===== config.mk =====
export PLATFORM = sky130hd
export DESIGN_NAME = symbol_rate_ratio_calc
export DESIGN_NICKNAME = d
export VERILOG_FILES = /design/src/sv/srr_pkg.sv /design/src/sv/srr_div_stage.sv /design/src/sv/symbol_rate_ratio_calc.sv
export SDC_FILE = /design/constraint.sdc
export NUM_CORES = 2
export LEC_CHECK = 0
export ABC_CLOCK_PERIOD_IN_PS = 18950
export BUFFER_PORTS_ARGS = -buffer_cell sky130_fd_sc_hd__buf_2
export CAP_MARGIN = 15
export CORE_MARGIN = 4
export CORE_UTILIZATION = 40
export DETAILED_ROUTE_END_ITERATION = 12
export PLACE_DENSITY = 0.6
export SYNTH_ARGS = -nofsm -noshare
export SYNTH_HDL_FRONTEND = slang
export SYNTH_SLANG_ARGS = --single-unit
export TNS_END_PERCENT = 50

===== constraint.sdc =====
create_clock -name i_clk -period 18.95 [get_ports i_clk]
set_input_delay 0.9475 -clock i_clk [delete_from_list [all_inputs] [get_ports i_clk]]
set_output_delay 0.9475 -clock i_clk [all_outputs]
set_load 0.01 [all_outputs]

===== src/sv/srr_pkg.sv =====
// shared types, constants and lookup functions for the symbol rate ratio calculator
// no dependencies; imported by srr_div_stage and symbol_rate_ratio_calc
package srr_pkg;

    // field widths
    localparam int RATE_W     = 32;
    localparam int CLAMP_W    = 26;
    localparam int DIV_W      = 25;
    localparam int QUO_W      = 25;
    localparam int PLL_W      = 8;
    localparam int NUM_LOW_W  = 2;

    // divider arrangement: quotient bits resolved per stage and stage count
    localparam int STEP_BITS  = 5;
    localparam int DIV_STAGES = QUO_W / STEP_BITS;

    // input register, clamp/select register, then the divider stages
    localparam int LATENCY    = DIV_STAGES + 2;

    // supported rate range and band edges
    localparam logic [RATE_W-1:0] RATE_MIN = 32'd500000;
    localparam logic [RATE_W-1:0] RATE_MAX = 32'd45499500;
    localparam logic [RATE_W-1:0] EDGE_0   = 32'd90999000 / 32'd4;
    localparam logic [RATE_W-1:0] EDGE_1   = 32'd60666000 / 32'd2;
    localparam logic [RATE_W-1:0] EDGE_2   = 32'd80888000 / 32'd2;

    // quarter sampling clocks used as divisors
    localparam logic [DIV_W-1:0] QCLK_45 = DIV_W'(32'd45499500 >> 2);
    localparam logic [DIV_W-1:0] QCLK_60 = DIV_W'(32'd60666000 >> 2);
    localparam logic [DIV_W-1:0] QCLK_80 = DIV_W'(32'd80888000 >> 2);
    localparam logic [DIV_W-1:0] QCLK_90 = DIV_W'(32'd90999000 >> 2);

    // pll setting bytes
    localparam logic [PLL_W-1:0] PLL_45 = 8'h78;
    localparam logic [PLL_W-1:0] PLL_60 = 8'ha5;
    localparam logic [PLL_W-1:0] PLL_80 = 8'h87;
    localparam logic [PLL_W-1:0] PLL_90 = 8'h78;

    // largest ratio (clamped top rate on the fastest clock) and lower bound for top band
    localparam logic [QUO_W-1:0] RATIO_MAX     = QUO_W'(1) << 24;
    localparam logic [QUO_W-1:0] RATIO_TOP_MIN = QUO_W'(1) << 23;

    // sampling clock select codes
    typedef enum logic [1:0] {
        CLK_45 = 2'd0,
        CLK_60 = 2'd1,
        CLK_80 = 2'd2,
        CLK_90 = 2'd3
    } t_clk_sel;

    // one request as it moves through the divider
    typedef struct packed {
        logic                 valid;
        t_clk_sel             code;
        logic [NUM_LOW_W-1:0] num_low;
        logic [DIV_W-1:0]     rem;
        logic [QUO_W-1:0]     quo;
    } t_srr_item;

    // divisor for a clock code
    function automatic logic [DIV_W-1:0] srr_divisor(input t_clk_sel code);
        logic [DIV_W-1:0] d;
        case (code)
            CLK_45:  d = QCLK_45;
            CLK_60:  d = QCLK_60;
            CLK_80:  d = QCLK_80;
            CLK_90:  d = QCLK_90;
            default: d = QCLK_90;
        endcase
        return d;
    endfunction

    // pll byte for a clock code
    function automatic logic [PLL_W-1:0] srr_pll(input t_clk_sel code);
        logic [PLL_W-1:0] p;
        case (code)
            CLK_45:  p = PLL_45;
            CLK_60:  p = PLL_60;
            CLK_80:  p = PLL_80;
            CLK_90:  p = PLL_90;
            default: p = PLL_90;
        endcase
        return p;
    endfunction

endpackage


===== src/sv/srr_div_stage.sv =====
// one stage of the restoring divider: resolves STEP_BITS quotient bits per cycle
// depends on srr_pkg for the request struct and the divisor table
module srr_div_stage (
    input  logic               i_clk,
    input  logic               i_rst_n,
    input  srr_pkg::t_srr_item i_item,
    output srr_pkg::t_srr_item o_item
);
    import srr_pkg::*;

    t_srr_item r_item;
    t_srr_item n_item;

    // compare-subtract steps, numerator low bits shift in from the top
    always_comb begin
        logic [DIV_W-1:0]     d;
        logic [DIV_W-1:0]     rem;
        logic [QUO_W-1:0]     quo;
        logic [NUM_LOW_W-1:0] nb;
        logic [DIV_W:0]       t;
        d   = srr_divisor(i_item.code);
        rem = i_item.rem;
        quo = i_item.quo;
        nb  = i_item.num_low;
        for (int k = 0; k < STEP_BITS; k++) begin
            t = {rem, nb[NUM_LOW_W-1]};
            if (t >= {1'b0, d}) begin
                rem = DIV_W'(t - {1'b0, d});
                quo = {quo[QUO_W-2:0], 1'b1};
            end else begin
                rem = t[DIV_W-1:0];
                quo = {quo[QUO_W-2:0], 1'b0};
            end
            nb = {nb[NUM_LOW_W-2:0], 1'b0};
        end
        n_item         = i_item;
        n_item.rem     = rem;
        n_item.quo     = quo;
        n_item.num_low = nb;
    end

    // stage register, cleared on reset
    always_ff @(posedge i_clk) begin
        if (!i_rst_n) begin
            r_item <= '0;
        end else begin
            r_item <= n_item;
        end
    end

    assign o_item = r_item;

endmodule


===== src/sv/symbol_rate_ratio_calc.sv =====
// top level of the symbol rate ratio calculator: clamp, clock select, pipelined divider
// depends on srr_pkg and srr_div_stage
//
// Usage:
//   A request is taken at a rising edge where start is high and busy is low. The
//   request carries i_symbol_rate. busy is high only while reset is applied and in
//   the cycle after it, so one request can be issued every cycle.
//   Each request yields one result on o_clock_select, o_pll_setting and
//   o_timing_ratio, shown for exactly one cycle with o_valid high. Results come
//   out in request order.
//   A request passes in order through the input register, the clamp and clock
//   select register and the five divider stages.
//   Throughput: one request per cycle. The five divider stages each resolve five
//   quotient bits of the 25-bit ratio with compare-subtract steps, so the
//   divider sets both latency and the pipeline depth.
//   Reset (synchronous, active low) clears all valid bits; requests in flight
//   are dropped and no result appears until new requests arrive.
//   The receiver cannot hold results off, so the pipeline never stalls.
module symbol_rate_ratio_calc (
    input  logic                     i_clk,
    input  logic                     i_rst_n,
    input  logic                     start,
    input  logic [srr_pkg::RATE_W-1:0] i_symbol_rate,
    output logic                     busy,
    output logic                     o_valid,
    output logic [1:0]               o_clock_select,
    output logic [srr_pkg::PLL_W-1:0] o_pll_setting,
    output logic [srr_pkg::QUO_W-1:0] o_timing_ratio
);
    import srr_pkg::*;

    logic              r_busy;
    logic              r_in_valid;
    logic [RATE_W-1:0] r_rate;
    t_srr_item         r_head;
    t_srr_item         n_head;
    t_srr_item         stage_item [DIV_STAGES+1];
    logic              accept;

    assign busy   = r_busy | ~i_rst_n;
    assign accept = start & ~busy;

    // busy flag held through reset and in the cycle after it
    always_ff @(posedge i_clk) begin
        if (!i_rst_n) begin
            r_busy <= 1'b1;
        end else begin
            r_busy <= 1'b0;
        end
    end

    // input register
    always_ff @(posedge i_clk) begin
        if (accept) begin
            r_rate <= i_symbol_rate;
        end
        if (!i_rst_n) begin
            r_in_valid <= 1'b0;
        end else begin
            r_in_valid <= accept;
        end
    end

    // clamp the rate and pick the band; band compares work on the raw rate
    always_comb begin
        logic [CLAMP_W-1:0] rate_c;
        t_clk_sel           code;
        if (r_rate > RATE_MAX) begin
            rate_c = RATE_MAX[CLAMP_W-1:0];
        end else if (r_rate < RATE_MIN) begin
            rate_c = RATE_MIN[CLAMP_W-1:0];
        end else begin
            rate_c = r_rate[CLAMP_W-1:0];
        end
        if (r_rate < EDGE_0) begin
            code = CLK_45;
        end else if (r_rate < EDGE_1) begin
            code = CLK_60;
        end else if (r_rate < EDGE_2) begin
            code = CLK_80;
        end else begin
            code = CLK_90;
        end
        n_head.valid   = r_in_valid;
        n_head.code    = code;
        n_head.num_low = rate_c[NUM_LOW_W-1:0];
        n_head.rem     = DIV_W'(rate_c >> NUM_LOW_W);
        n_head.quo     = '0;
    end

    // clamp and select register feeding the divider
    always_ff @(posedge i_clk) begin
        if (!i_rst_n) begin
            r_head <= '0;
        end else begin
            r_head <= n_head;
        end
    end

    assign stage_item[0] = r_head;

    // divider stages
    for (genvar s = 0; s < DIV_STAGES; s++) begin : g_div
        srr_div_stage u_stage (
            .i_clk   (i_clk),
            .i_rst_n (i_rst_n),
            .i_item  (stage_item[s]),
            .o_item  (stage_item[s+1])
        );
    end

    // result ports straight from the last stage register
    assign o_valid        = stage_item[DIV_STAGES].valid;
    assign o_clock_select = stage_item[DIV_STAGES].code;
    assign o_pll_setting  = srr_pll(stage_item[DIV_STAGES].code);
    assign o_timing_ratio = stage_item[DIV_STAGES].quo;

    // every accepted request gives a result once it has passed the input, clamp/select and divider stage registers
    a_latency_fwd: assert property (@(posedge i_clk) disable iff (!i_rst_n)
        accept |-> ##LATENCY o_valid)
        else $error("request produced no result after pipeline latency");

    // no result without a matching request
    a_latency_back: assert property (@(posedge i_clk) disable iff (!i_rst_n)
        o_valid |-> $past(accept, LATENCY))
        else $error("result without a matching request");

    // ratio never exceeds the top-rate value
    a_ratio_max: assert property (@(posedge i_clk) disable iff (!i_rst_n)
        o_valid |-> (o_timing_ratio <= RATIO_MAX))
        else $error("timing ratio above maximum");

    // only the fastest clock can reach bit 24, and it always sits in the upper half
    a_ratio_band: assert property (@(posedge i_clk) disable iff (!i_rst_n)
        o_valid |-> ((o_clock_select != CLK_90 && !o_timing_ratio[QUO_W-1]) ||
                     (o_clock_select == CLK_90 && o_timing_ratio >= RATIO_TOP_MIN)))
        else $error("timing ratio inconsistent with clock band");

endmodule

Yosys cells after proc, flatten, opt, wreduce, memory -nomap -nowiden
Cells that the tools add are included.
{ "word_totals": {"out_inout_bits": 37, "input_bits": 35, "ff_bits": 253, "elab_cells": 184} }
{ "classes": {"n_addsub": 24, "mux": 60, "bitwise": 4, "n_eq_ne": 18, "n_reduce_logical": 15, "order_cmp": 30} }
{ "ops": {"columns": ["cell", "n"], "rows": [
  ["$ge 26x25->1", 24],
  ["$mux 25", 24],
  ["$sub 25x25->25", 24],
  ["$pmux 25 s4", 5],
  ["$lt 32x25->1 const B", 2],
  ["$mux 26", 2],
  ["$gt 32x26->1 const B", 1],
  ["$lt 32x19->1 const B", 1],
  ["$lt 32x26->1 const B", 1],
  ["$mux 1", 27],
  ["$ge 25x25->1", 1],
  ["$eq 2x2->1 const B", 12],
  ["$pmux 8 s3", 1],
  ["$eq 2x1->1 const B", 6],
  ["$logic_not 2->1", 6],
  ["$reduce_and 2->1", 4],
  ["$reduce_or 2->1", 3],
  ["$reduce_or 3->1", 2],
  ["$mux 2", 1],
  ["$not 1->1", 2],
  ["$and 1x1->1", 1],
  ["$or 1x1->1", 1]
]} }

Logic depth before layout (Yosys ltp)
{ "logic_depth": {"word_depth": 12, "ltp_mapped": 82, "mapped_depth_nobuf": 71} }

Cells and area by module
A second synthesis with hierarchy kept.
{ "hier_totals": {"cells_unflattened": 6653, "hier_area_um2": 49197.2} }
{ "modules_own_cells": {"columns": ["mod", "seq_area_each_um2", "instances", "cells_each", "area_each_um2"], "rows": [
  ["srr_div_stage (g_div[0].u_stage ...)", 1061.0, 2, 1332, 9631.7],
  ["srr_div_stage (g_div[3].u_stage)", 1061.0, 1, 1282, 9258.9],
  ["srr_div_stage (g_div[4].u_stage)", 1061.0, 1, 1252, 9153.8],
  ["srr_div_stage (g_div[2].u_stage)", 1061.0, 1, 1262, 9131.3],
  ["symbol_rate_ratio_calc", 1581.5, 1, 193, 2389.8]
]} }

Worst setup path after synthesis
OpenSTA, ideal clock, no wires.
{ "synth_path": {"kind": "reg2reg", "from": "reg g_div[0].u_stage.r_item, in the netlist g_div[0].u_stage.o_item[52]", "to": "reg g_div[1].u_stage.r_item, in the netlist g_div[1].u_stage.o_item[30]", "period_less_slack_ns": 14.761, "path_stages_with_launch": 75, "setup_time_ns": 0.128, "t_arrival_ns": 14.634, "path_buffers": 15, "required_time_ns": 18.822, "slack_ns": 4.189, "cell_sequence": "dfxtp_1 > inv_1 > ha_1 > nor2_1 > ha_1 > nand4_1 > nor2_1 > nand3_1 > and2_0 > buf_2 > nand2_1 > clkbuf_1 > buf_1 > clkbuf_1 > a21oi_1 > ha_1 > and3_1 > nand2_1 > (+39 left out) > clkbuf_1 > clkbuf_1 > nand2_1 > o21ai_0 > ha_1 > a21o_1 > a21o_1 > a21o_1 > a21oi_1 > o21ai_0 > a31oi_1 > nand2_1 > a41o_1 > o21ai_2 > buf_2 > nor3_1 > a21oi_1 > nor2_1"} }
{ "synth_between": {"elab_chain_len": 12, "elab_cells_between_ends": 20} }
{ "synth_lines": {"columns": ["element", "line_no", "rtl"], "rows": [
  ["start: declaration", "srr_div_stage.sv:11", "t_srr_item r_item;"],
  ["start signal: assignment", "srr_div_stage.sv:47", "r_item <= n_item;"],
  ["$eq 2x2->1 (tied with other cells)", "srr_pkg.sv:63", "case (code)"],
  ["$pmux 25 s4 *", "srr_pkg.sv:63", null],
  ["$sub 25x25->25 / $ge 26x25->1 (equally long branches)", "srr_div_stage.sv:28, srr_div_stage.sv:27", null],
  ["$mux 25", "srr_div_stage.sv:27", "if (t >= {1'b0, d}) begin"],
  ["$sub 25x25->25 / $ge 26x25->1 (equally long branches)", "srr_div_stage.sv:28, srr_div_stage.sv:27", null],
  ["$mux 25", "srr_div_stage.sv:27", null],
  ["$sub 25x25->25 / $ge 26x25->1 (equally long branches)", "srr_div_stage.sv:28, srr_div_stage.sv:27", null],
  ["$mux 25", "srr_div_stage.sv:27", null],
  ["$sub 25x25->25 / $ge 26x25->1 (equally long branches)", "srr_div_stage.sv:28, srr_div_stage.sv:27", null],
  ["$mux 25", "srr_div_stage.sv:27", null],
  ["$sub 25x25->25 / $ge 26x25->1 (equally long branches)", "srr_div_stage.sv:28, srr_div_stage.sv:27", null],
  ["$mux 25 *", "srr_div_stage.sv:27", null],
  ["end signal: assignment", "srr_div_stage.sv:47", null],
  ["end: declaration", "srr_div_stage.sv:11", null]
]} }
Every way passes the cells marked *; elsewhere a longest branch is shown, timed or not. The select of a mux whose other input is x is not followed.
A chain may end at the register's enable or synchronous reset.

Worst setup path after layout
{ "layout_path": {"from": "reg r_head[52] (netlist bit)", "to": "reg g_div[0].u_stage.r_item, in the netlist g_div[0].u_stage.o_item[41]"} }
{ "layout_between": {"elab_chain_len": 12, "elab_cells_between_ends": 20} }
{ "layout_lines": {"columns": ["element", "line_no", "rtl"], "rows": [
  ["start: declaration", "symbol_rate_ratio_calc.sv:35", "t_srr_item r_head;"],
  ["start signal: assignment", "symbol_rate_ratio_calc.sv:96", "r_head <= n_head;"],
  ["$eq 2x2->1 (tied with other cells)", "srr_pkg.sv:63", null],
  ["$pmux 25 s4 *", "srr_pkg.sv:63", null],
  ["$sub 25x25->25 / $ge 25x25->1 (equally long branches)", "srr_div_stage.sv:28, srr_div_stage.sv:27", null],
  ["$mux 25", "srr_div_stage.sv:27", null],
  ["$sub 25x25->25 / $ge 26x25->1 (equally long branches)", "srr_div_stage.sv:28, srr_div_stage.sv:27", null],
  ["$mux 25", "srr_div_stage.sv:27", null],
  ["$sub 25x25->25 / $ge 26x25->1 (equally long branches)", "srr_div_stage.sv:28, srr_div_stage.sv:27", null],
  ["$mux 25", "srr_div_stage.sv:27", null],
  ["$sub 25x25->25 / $ge 26x25->1 (equally long branches)", "srr_div_stage.sv:28, srr_div_stage.sv:27", null],
  ["$mux 25", "srr_div_stage.sv:27", null],
  ["$sub 25x25->25 / $ge 26x25->1 (equally long branches)", "srr_div_stage.sv:28, srr_div_stage.sv:27", null],
  ["$mux 25 *", "srr_div_stage.sv:27", null]
]} }
Marked as above.

==> results list <==
* Total via count after detailed routing: 46,030
- Final worst-path setup slack: roughly 1.6 ns
- For the worst setup path, the data arrival time is roughly 18 ns.
* Max Cap Violations: 0
* Main area contributors after synthesis: ha_1 (16%), dfxtp_1 (9.9%), a21oi_1 (7.4%), xnor2_1 (6.0%), nor2_1 (5.3%)
- Register area share after synthesis: between 10 and 15%
* Non-filler cells, final: around 7,700
- Post-cts repair resize count: 0
- CTS tree: built
* Die height: approximately 340 um
- Entering global routing, the biggest net connects 67 pins.
- DRC viols: 0
* Post-synthesis cell area: approximately 45,000 sq um
- The die is approximately 340 um wide.
* Hpwl dp: around 120 mm
* Setup_tns: 0 ns
* Post-Place Worst Slack: 1.918 ns
- Required arrival time at the worst endpoint: a little under 20 ns
- The critical path ends at g_div[0].u_stage.o_item[41]$_SDFF_PN0_.
* Worst-margin pin slew: about 1.1 ns
- Biggest area consumer among synthesized cells: ha_1
* Nets: between 6,000 and 7,000
- Proportion of synthesized flip-flops having asynchronous set or reset: 0%
- For the worst-skew pair, the clock arrives at the later sink with an insertion delay of around 0.63 ns.
- The pre-antenna-repair detailed-routing pass consisted of 5 iterations.
- Post-DRT Antenna Nets: 0
- Slew HR: 29.80%
- PortBufs: just over 70
* Final hold violations: 0
- Cell at the slowest stage of the critical path: a21boi_1
- Among all flip-flop cells after synthesis, the most frequent one is dfxtp_1.
* Number of enable flip-flop cells after synthesis: 32
- The largest single stage delay on the critical path is just under 0.8 ns.
* Total wire length after detailed routing: between 100 and 150 mm
- Setup repair after global routing left no endpoint under its margin.
- Hold Path Class: reg -> reg
- Run status: complete, no violations
- Setup slack on the worst flop-to-flop path: 1.55 ns
* Number of I/O pins: a little over 70
- Dividing the detail-routed wire length by the instance count gives between 15 and 20 um.
* Setup repair bufs after CTS: 0
- In the synthesized netlist, the number of instances is 6,233.
- In this run the worst setup path begins at r_head[52]$_SDFF_PP0_.
* Mean instance size in the synthesized netlist: between 7 and 8 sq um
- After layout, the worst path uses between 90% and 100% of the clock period.
- Critical register-to-register path startpoint: r_head[52]$_SDFF_PP0_
* Gr usage total: 24.29%
- Worst-case reg-to-reg path depth: 62
- CTS Buffer Depth: 3
* Worst setup path class: reg -> reg
- Startpoint of the worst hold path: g_div[1].u_stage.o_item[2]$_SDFF_PN0_
- Final critical-path required period: ~17 ns
- Area grow syn2layout: 7.079%
- In this run, post-CTS hold repair placed 0 buffers.
- The root buffer cell chosen for the clock tree is clkbuf_16.
* Share of post-route cells with drive strength above 1: under 10%
- Achievable frequency: 0.05749 GHz
- In this run the critical register-to-register path is captured at g_div[0].u_stage.o_item[41]$_SDFF_PN0_.
* Library cells used by synthesis: between 100 and 150
* Nature of the critical path startpoint: flip-flop
- In this design, the critical path's most frequently occurring cell is a21o_1.
* Final slew viol count: 0
* Placed cells: ~7,600
* Number of global-route vias before repair: approximately 43,000
* Synthesized Nets: 6,835
- Initial Util: roughly two fifths
- Register clock-pin slew on the reported worst setup and hold paths: ~0.060 ns
- Layout Skew: approximately 0.028 ns
* Core area: 110,800 sq um
- At the end of routability-driven placement, the weighted congestion stood at ~0.93.
- STA classifies the critical path endpoint as a flip-flop.
* Initial antenna violation count: 1
- Synth Warn #: 0
* CTS H-tree depth: 2
- The floorplan has roughly 120 rows.
- Total die area: 117,300 sq um
- The synthesized design devotes to its leading area cell type about 16% of total area.
- Summed over all layers, the global routing overflow is 0.
* Top fanout value on the critical path: 30
- Total of flip-flops plus latches after synthesis: about 250
- The clock drives approximately 250 sinks.
- Cts bufs inserted: 36
- The first routing iteration left roughly 3,800 violations.
- Setup violations remaining at the end of the flow were counted as 0.
* First-pass GRT wire length: around 230 mm
- In the routed layout, each cell is associated on average with a via count of between 5 and 6.
## layout by cell type (no fill, tap or decap), drive strengths merged, types with 61 or more instances in the layout
cell    count
mux2       83
o31ai      61
nand2b     86
o21bai     86
ha        562
a21o      294
and3       72
a21oi     668
o21ai     476
mux2i      78
and2      121
dfxtp     221
o21a      100
nor3      138
nor2b      81
nand3     151
inv       225
a31oi      80
a211oi     69
nor2      636
buf       137
xnor2     308
nand2     555
xor2      189
nand4      73
## synth_stat cells, drive strengths merged, types with 55 or more instances
cell type / instances
or3: 55
and3: 72
inv: 215
nor2: 636
xnor2: 308
nor2b: 81
a211oi: 69
and2: 121
o21bai: 86
mux2i: 78
clkbuf: 168
dfxtp: 221
o31ai: 61
o21a: 100
mux2: 83
ha: 562
nand3: 151
a21o: 294
nor3: 138
nand2b: 86
xor2: 189
a21oi: 668
a31oi: 80
nand4: 73
o21ai: 476
nand2: 555
## kinds of logic (layout without fill, tap and decap cells)
kind of cell    after synthesis  after routing  share of synthesized area [%]
other cells                   0              1                              0
compound gates             2209           2209                          31.96
xor+xnor                    501            501                          9.948
flops                       253            253                          12.04
mux                         161            161                          3.860
fa+ha+maj                   569            569                          15.99
buf+inv                     437            420                          3.812
simple gates               2103           2103                          22.39
## critical path: cells and delay by family, from the launching register on
family / cells / cell delay [ns]
adders and majority gates: 6 / 2.57
and+or+nand+nor: 11 / 2.28
DFF: 1 / 0.50
AOI/OAI and AO/OA: 35 / 8.35
buffers and inverters: 6 / 2.19
muxes: 4 / 1.36
## per-layer routing
layer / vias to the layer above / track usage [%] / share of wire (%) / wire length, um
met2: 1254 / 40.63 / 45 / 67850
li1: 22930 / - / - / -
met3: 241 / 2.240 / 4.9 / 7357
met4: 0 / 7.456 / 3.1 / 4628
met5: - / 0 / 0 / 0
met1: 21600 / 33.03 / 47 / 69470
## worst min path at each step
stage | endpoint | slack [ns] | cells after the start
after floorplan | g_div[0].u_stage.o_item[54]$_SDFF_PN0_ | 0.41 | 1
after global placement | g_div[4].u_stage.o_item[5]$_SDFF_PN0_ | 0.41 | 1
after detailed placement | g_div[1].u_stage.o_item[54]$_SDFF_PN0_ | 0.42 | 1
after CTS | g_div[2].u_stage.o_item[7]$_SDFF_PN0_ | 0.43 | 1
after global routing | g_div[2].u_stage.o_item[7]$_SDFF_PN0_ | 0.44 | 1
final | g_div[2].u_stage.o_item[7]$_SDFF_PN0_ | 0.42 | 1
## cell type report
class | instances | area (sq um)
diodes | 1 | 2.502
fillers | 11520 | 62920
inverters | 217 | 817.0
clock buffers | 42 | 974.7
repair buffers | 137 | 853.3
flip-flops and latches | 253 | 5385
well taps | 1488 | 1862
multi-input cells | 5543 | 37700
clock inverters | 24 | 307.8
## sequential cells by signal, indices dropped and copies added, names as in the netlist
| name | cells |
|---|---|
| r_head | 29 |
| g_div.u_stage.o_item | 190 |
| r_in_valid | 1 |
| r_rate | 32 |
| r_busy | 1 |
## through the flow
step	hold slack [ns]	utilization, %	instance area, sq um
finish	0.4211	43.23	47900
global route	0.4357	43.22	47900
CTS	0.4257	43.22	47900
detailed placement	0.4177	42.07	46620
global placement	0.4147	42.07	46620
floorplan	0.4119	-	44740
Power is not shown: default switching activity piles up to over one toggle a cycle in this logic, so the estimate is an artifact.
